File: src/global_handle_table_defines.svh
// Assertion macros for the handle table
`ifndef GLOBAL_HANDLE_TABLE_DEFINES_SVH
`define GLOBAL_HANDLE_TABLE_DEFINES_SVH
`ifndef SYNTHESIS
`define GHT_ASSERT(label, clk, rst_n, prop, msg) \
	label: assert property (@(posedge clk) disable iff (!rst_n) prop) else $error(msg);
`define GHT_ASSERT_RST(label, clk, prop, msg) \
	label: assert property (@(posedge clk) prop) else $error(msg);
`else
`define GHT_ASSERT(label, clk, rst_n, prop, msg)
`define GHT_ASSERT_RST(label, clk, prop, msg)
`endif
`endif

File: src/ght_pkg.sv
`default_nettype none
package ght_pkg;
	typedef enum logic [2:0] {
		REQ_ALLOC = 3'd0, REQ_FREE = 3'd1, REQ_LOCK = 3'd2,
		REQ_UNLOCK = 3'd3, REQ_QUERY = 3'd4, REQ_PURGE = 3'd5
	} req_t;
	localparam logic [2:0] ST_OK         = 3'd0;
	localparam logic [2:0] ST_BAD_HANDLE = 3'd1;
	localparam logic [2:0] ST_NOT_FOUND  = 3'd2;
	localparam logic [2:0] ST_FULL       = 3'd3;
	localparam logic [2:0] ST_ZERO_SIZE  = 3'd4;
	localparam int REC_W = 96;
	typedef struct packed {
		logic [2:0]  req;
		logic [15:0] handle;
		logic [15:0] flags;
		logic [31:0] size;
		logic [15:0] owner;
		logic        bad_handle;
		logic        zero_size;
		logic        unknown;
	} cmd_t;
	typedef struct packed {
		logic [2:0]  status;
		logic [15:0] handle_out;
		logic [31:0] block_size;
		logic [15:0] block_flags;
		logic [15:0] lock_level;
		logic [6:0]  freed_count;
	} res_t;
endpackage
`default_nettype wire

File: src/ght_front.sv
`default_nettype none
module ght_front (
	input  wire logic            clk,
	input  wire logic            arst_n,
	input  wire logic            push,
	output logic                 full,
	input  wire logic [2:0]      req_type,
	input  wire logic [15:0]     handle_in,
	input  wire logic [15:0]     alloc_flags,
	input  wire logic [31:0]     alloc_size,
	input  wire logic [15:0]     owner_id,
	output logic                 cmd_valid,
	output ght_pkg::cmd_t        cmd,
	input  wire logic            cmd_take
);
	import ght_pkg::*;
	// two-entry command queue
	cmd_t q_q [2];
	logic rd_q, wr_q;
	logic [1:0] cnt_q;
	cmd_t c;
	always_comb begin
		c.req = req_type;
		c.handle = handle_in;
		c.flags = alloc_flags;
		c.size = alloc_size;
		c.owner = owner_id;
		c.bad_handle = (handle_in == 16'd0);
		c.zero_size = (alloc_size == 32'd0);
		c.unknown = (req_type > REQ_PURGE);
	end
	assign full = (cnt_q == 2'd2);
	assign cmd_valid = (cnt_q != 2'd0);
	assign cmd = q_q[rd_q];
	wire logic do_push = push && !full;
	wire logic do_pop = cmd_take && cmd_valid;
	always_ff @(posedge clk) if (do_push) q_q[wr_q] <= c;
	always_ff @(posedge clk or negedge arst_n) begin
		if (!arst_n) begin
			rd_q <= 1'b0; wr_q <= 1'b0; cnt_q <= 2'd0;
		end else begin
			if (do_push) wr_q <= !wr_q;
			if (do_pop) rd_q <= !rd_q;
			cnt_q <= cnt_q + {1'b0, do_push} - {1'b0, do_pop};
		end
	end
endmodule
`default_nettype wire

File: config.mk
export PLATFORM = sky130hd
export DESIGN_NAME = ght_front
export DESIGN_NICKNAME = d
export VERILOG_FILES = /design/src/global_handle_table_defines.svh /design/src/ght_pkg.sv /design/src/ght_front.sv
export SDC_FILE = /design/constraint.sdc
export NUM_CORES = 1
export LEC_CHECK = 0
export ABC_AREA = 1
export ABC_CLOCK_PERIOD_IN_PS = 5400
export BUFFER_PORTS_ARGS = -buffer_cell sky130_fd_sc_hd__buf_2
export CAP_MARGIN = 15
export CORE_MARGIN = 1.5
export CORE_UTILIZATION = 30
export DETAILED_ROUTE_END_ITERATION = 8
export SLEW_MARGIN = 30
export SYNTH_ARGS = -nofsm -noshare
export SYNTH_HDL_FRONTEND = slang
export SYNTH_SLANG_ARGS = --single-unit
File: constraint.sdc
create_clock -name clk -period 5.4 [get_ports clk]
set_clock_uncertainty 0.15 [all_clocks]
set_input_delay 0.27 -clock clk [delete_from_list [all_inputs] [get_ports clk]]
set_output_delay 0.27 -clock clk [all_outputs]
set_load 0.05 [all_outputs]
==> summary.txt <==
Global route
  – Layer with the highest usage after global routing: met2
  – Antenna violations before repair: 0
  – Grt met2 use: a little under a quarter
  – Met3 GRT Util: under 10%
  – Largest net degree at the start of global routing: 88
  – Met1 capacity usage during global routing: roughly 15%
  – Via count of the first global-routing pass: around 4,700
  – Sum of overflow across all layers after global routing: 0
  – All-layer global routing usage: 13.0%
  – First-pass GRT wire length: around 23,000 um

Route
  – Count of antenna-violating nets left after detailed routing: 0
  – Initial DRC count: between 150 and 200
  – Drt total wl: between 10,000 and 15,000 um
  – Post-detailed-route DRC marker count: 0
  – Routed wire length per instance: ~14 um
  – First drt pass iteration count: 4
  – Per-cell via count in the routed design: around 4.2
  – Routed via count: 4,505

Cells and area
  – Layout area overhead: 39.1%
  – Sequential standard cell area: 5270 um^2
  – Layout Nets: between 800 and 900
  – Fill count: ~2,000
  – Fraction of final layout cells sized beyond drive strength 1: between 20% and 30%
  – Multi-input logic area: between 1000 and 1500 um^2
  – Number of antenna cells inserted: 0
  – Core occupancy in the finished layout: between 40% and 50%

Die
  – Placeable core region: 21,800 um^2
  – Die width: ~150 um
  – Number of placement rows: 54
  – Overall die area: ~23,000 um^2
  – Initial Utilization: 30.6%
  – I/O pin cnt: between 150 and 200
  – Die Span Y: around 150 um

Run status
  – Result of the run: finished, final reports clean

Logic synthesis
  – Sequential-to-total area share from yosys stat: approximately four fifths
  – Most area-consuming cells after synthesis: sky130_fd_sc_hd__edfxtp_1 78%, sky130_fd_sc_hd__nand2_1 15%, sky130_fd_sc_hd__nor2_1 1.9%
  – Instance count of the mapped netlist: 514
  – Net count after synthesis: 603
  – Avg Inst Size Synth: 12.9 um^2
  – Post-synth top area share: between 70 and 80%
  – Cell accounting for the most synthesized area: sky130_fd_sc_hd__edfxtp_1
  – Unique masters post-synth: 15
  – Combined area of all synthesized cells: roughly 6600 um^2
  – Flops & latches, synth: between 150 and 200
  – Count of warnings emitted by yosys: 0

STA
  – Headroom to the max-slew limit: 38.6%
  – Count of endpoints failing hold in the final timing report: 0
  – Final-report max-slew violation count: 0
  – Period utilisation layout: 47.2%
  – Number of setup violations in the final report: 0
  – Setup repair after global routing missed its margin: false
  – Upper clock frequency limit: 392 MHz
  – Sum Neg Setup Slack: 0 ns
  – Post-layout min period: approximately 2.5 ns
  – Worst Max-Slew Pin Slew: approximately 0.92 ns

Placement
  – Placer congestion estimate: around 0.74
  – Detailed placer's ending HPWL: 8640 um
  – Number of buffers inserted by port buffering: between 150 and 200

Critical path
  – Worst path bufs/invs: 2
  – Highest fanout seen on the critical path: 85
  – Master of the slowest instance on the critical path: sky130_fd_sc_hd__buf_4
  – Internal reg-to-reg setup slack: around 3.6 ns
  – Most used cell along the critical path: sky130_fd_sc_hd__nand2_1
  – CP required: roughly 5.0 ns
  – Stage delay of the slowest cell on the critical path: 0.72 ns
  – Critical Path Source Type: flop
  – CP Cell Sequence: buf_4 > nand2_1 > nand2_1 > buf_2
  – Crit path arrival time: between 2 and 2.5 ns
  – Worst setup EP type: output port
  – Delay-heaviest family, CP: buffers and inverters
  – Critical path type: reg -> out

Clocking
  – Clock Root Buffer: sky130_fd_sc_hd__clkbuf_16
  – Maximum root-to-sink buffer count: 2
  – H-tree lvl count: 4
  – Hold buffers post-CTS: between 80 and 90
  – Number of setup buffers added after CTS: 0
  – Clock slew seen by the registers of the worst setup and hold paths: 0.07 ns
  – Post-CTS resize count: 0
  – # clock sinks: 176
  – Clock tree from TritonCTS: built
  – Total clock buffers created by CTS: 17
  – Worst-Skew Late Latency: between 0.4 and 0.5 ns

Min path
  – Type of the worst min-delay path: in -> async

Power
  – VDD IR max: between 0.2 and 0.3 mV
  – Post-layout total power: ~5700 uW
  – Reported leakage power: just under 0.004 uW
  – Power Density: 619 nW/um^2

Run
  – Reported max-cap violation count: 0
-- placed cells by master, fill, tap and decap left out, drive strengths merged, types with 3 or more instances in the layout --
cell type | netlist | final
nand2 | 270 | 270
buf | 19 | 179
edfxtp | 172 | 172
dlygate4sd3 | 0 | 85
nor2 | 33 | 33
clkbuf | 0 | 17
inv | 6 | 13
clkinvlp | 0 | 4
dfrtp | 4 | 4
xor2 | 3 | 3
-- synthesized netlist by cell type --
cell type,count
sky130_fd_sc_hd__buf_2,11
sky130_fd_sc_hd__buf_4,3
sky130_fd_sc_hd__buf_6,5
sky130_fd_sc_hd__dfrtp_1,4
sky130_fd_sc_hd__edfxtp_1,172
sky130_fd_sc_hd__ha_1,2
sky130_fd_sc_hd__inv_1,5
sky130_fd_sc_hd__inv_4,1
sky130_fd_sc_hd__nand2_1,270
sky130_fd_sc_hd__nand4_1,2
sky130_fd_sc_hd__nor2_1,33
sky130_fd_sc_hd__o21ai_2,1
sky130_fd_sc_hd__or2_1,1
sky130_fd_sc_hd__xnor2_1,1
sky130_fd_sc_hd__xor2_1,3
-- cell type report --
class | instances | area share (%)
Tap cell | 280 | 3.79
Clock buffer | 17 | 4.60
Timing Repair Buffer | 264 | 19.0
Inverter | 6 | 0.298
Multi-Input combinational cell | 313 | 13.4
Clock inverter | 15 | 1.91
Sequential cell | 176 | 57.0
-- worst paths after layout --
check                      endpoint  cells past startpoint      from
hold reg to reg            cnt_q[0]                      1  cnt_q[0]
hold / removal                 rd_q                      2    arst_n
min in group clk               wr_q                      3      push
setup reg to reg           cnt_q[1]                      8  cnt_q[0]
setup / recovery            cmd[32]                      4      rd_q
max in group asynchronous      rd_q                      2    arst_n
-- routing by layer --
layer | wire length, um | vias to the layer above | part of all wire [%]
met3 | 779 | 17 | 5.3
met2 | 7410 | 136 | 51
met5 | 0 | - | 0
met1 | 6240 | 2110 | 43
met4 | 238 | 0 | 1.6
li1 | - | 2242 | -
-- power by group --
part	switching (uW)	total (uW)	internal, uW
Clock	551	1250	699
Combinational	2040	2530	494
Sequential	72.2	1940	1870
-- sequential cells by signal, summed over array words and instances (netlist names) --
| signal | count |
|---|---|
| cnt_q | 2 |
| wr_q | 1 |
| q_q | 172 |
| rd_q | 1 |
-- through the flow --
step           cell area [um^2]  cells  setup slack, ns  hold slack, ns
6_report                   9250   1071             2.85          0.0575
4_1_cts                    9250   1071             2.76          0.0385
5_1_grt                    9250   1071             2.63          0.0499
3_3_place_gp               7790    954             3.18         -0.0646
2_1_floorplan              6650    514            0.584          -0.176
3_5_place_dp               7790    954             3.23         -0.0659
-- cells by family (layout without fill, tap and decap cells) --
logic type	count (synthesis)	count (layout)	share of synthesized area (%)
and+or+nand+nor	306	306	17.4
DFF	176	176	79.2
buffers and inverters	25	302	2.39
xor gates and xnor gates	4	4	0.527
adders and majority gates	2	2	0.376
AOI/OAI and AO/OA	1	1	0.132
Power figures use the tool's default switching activity.
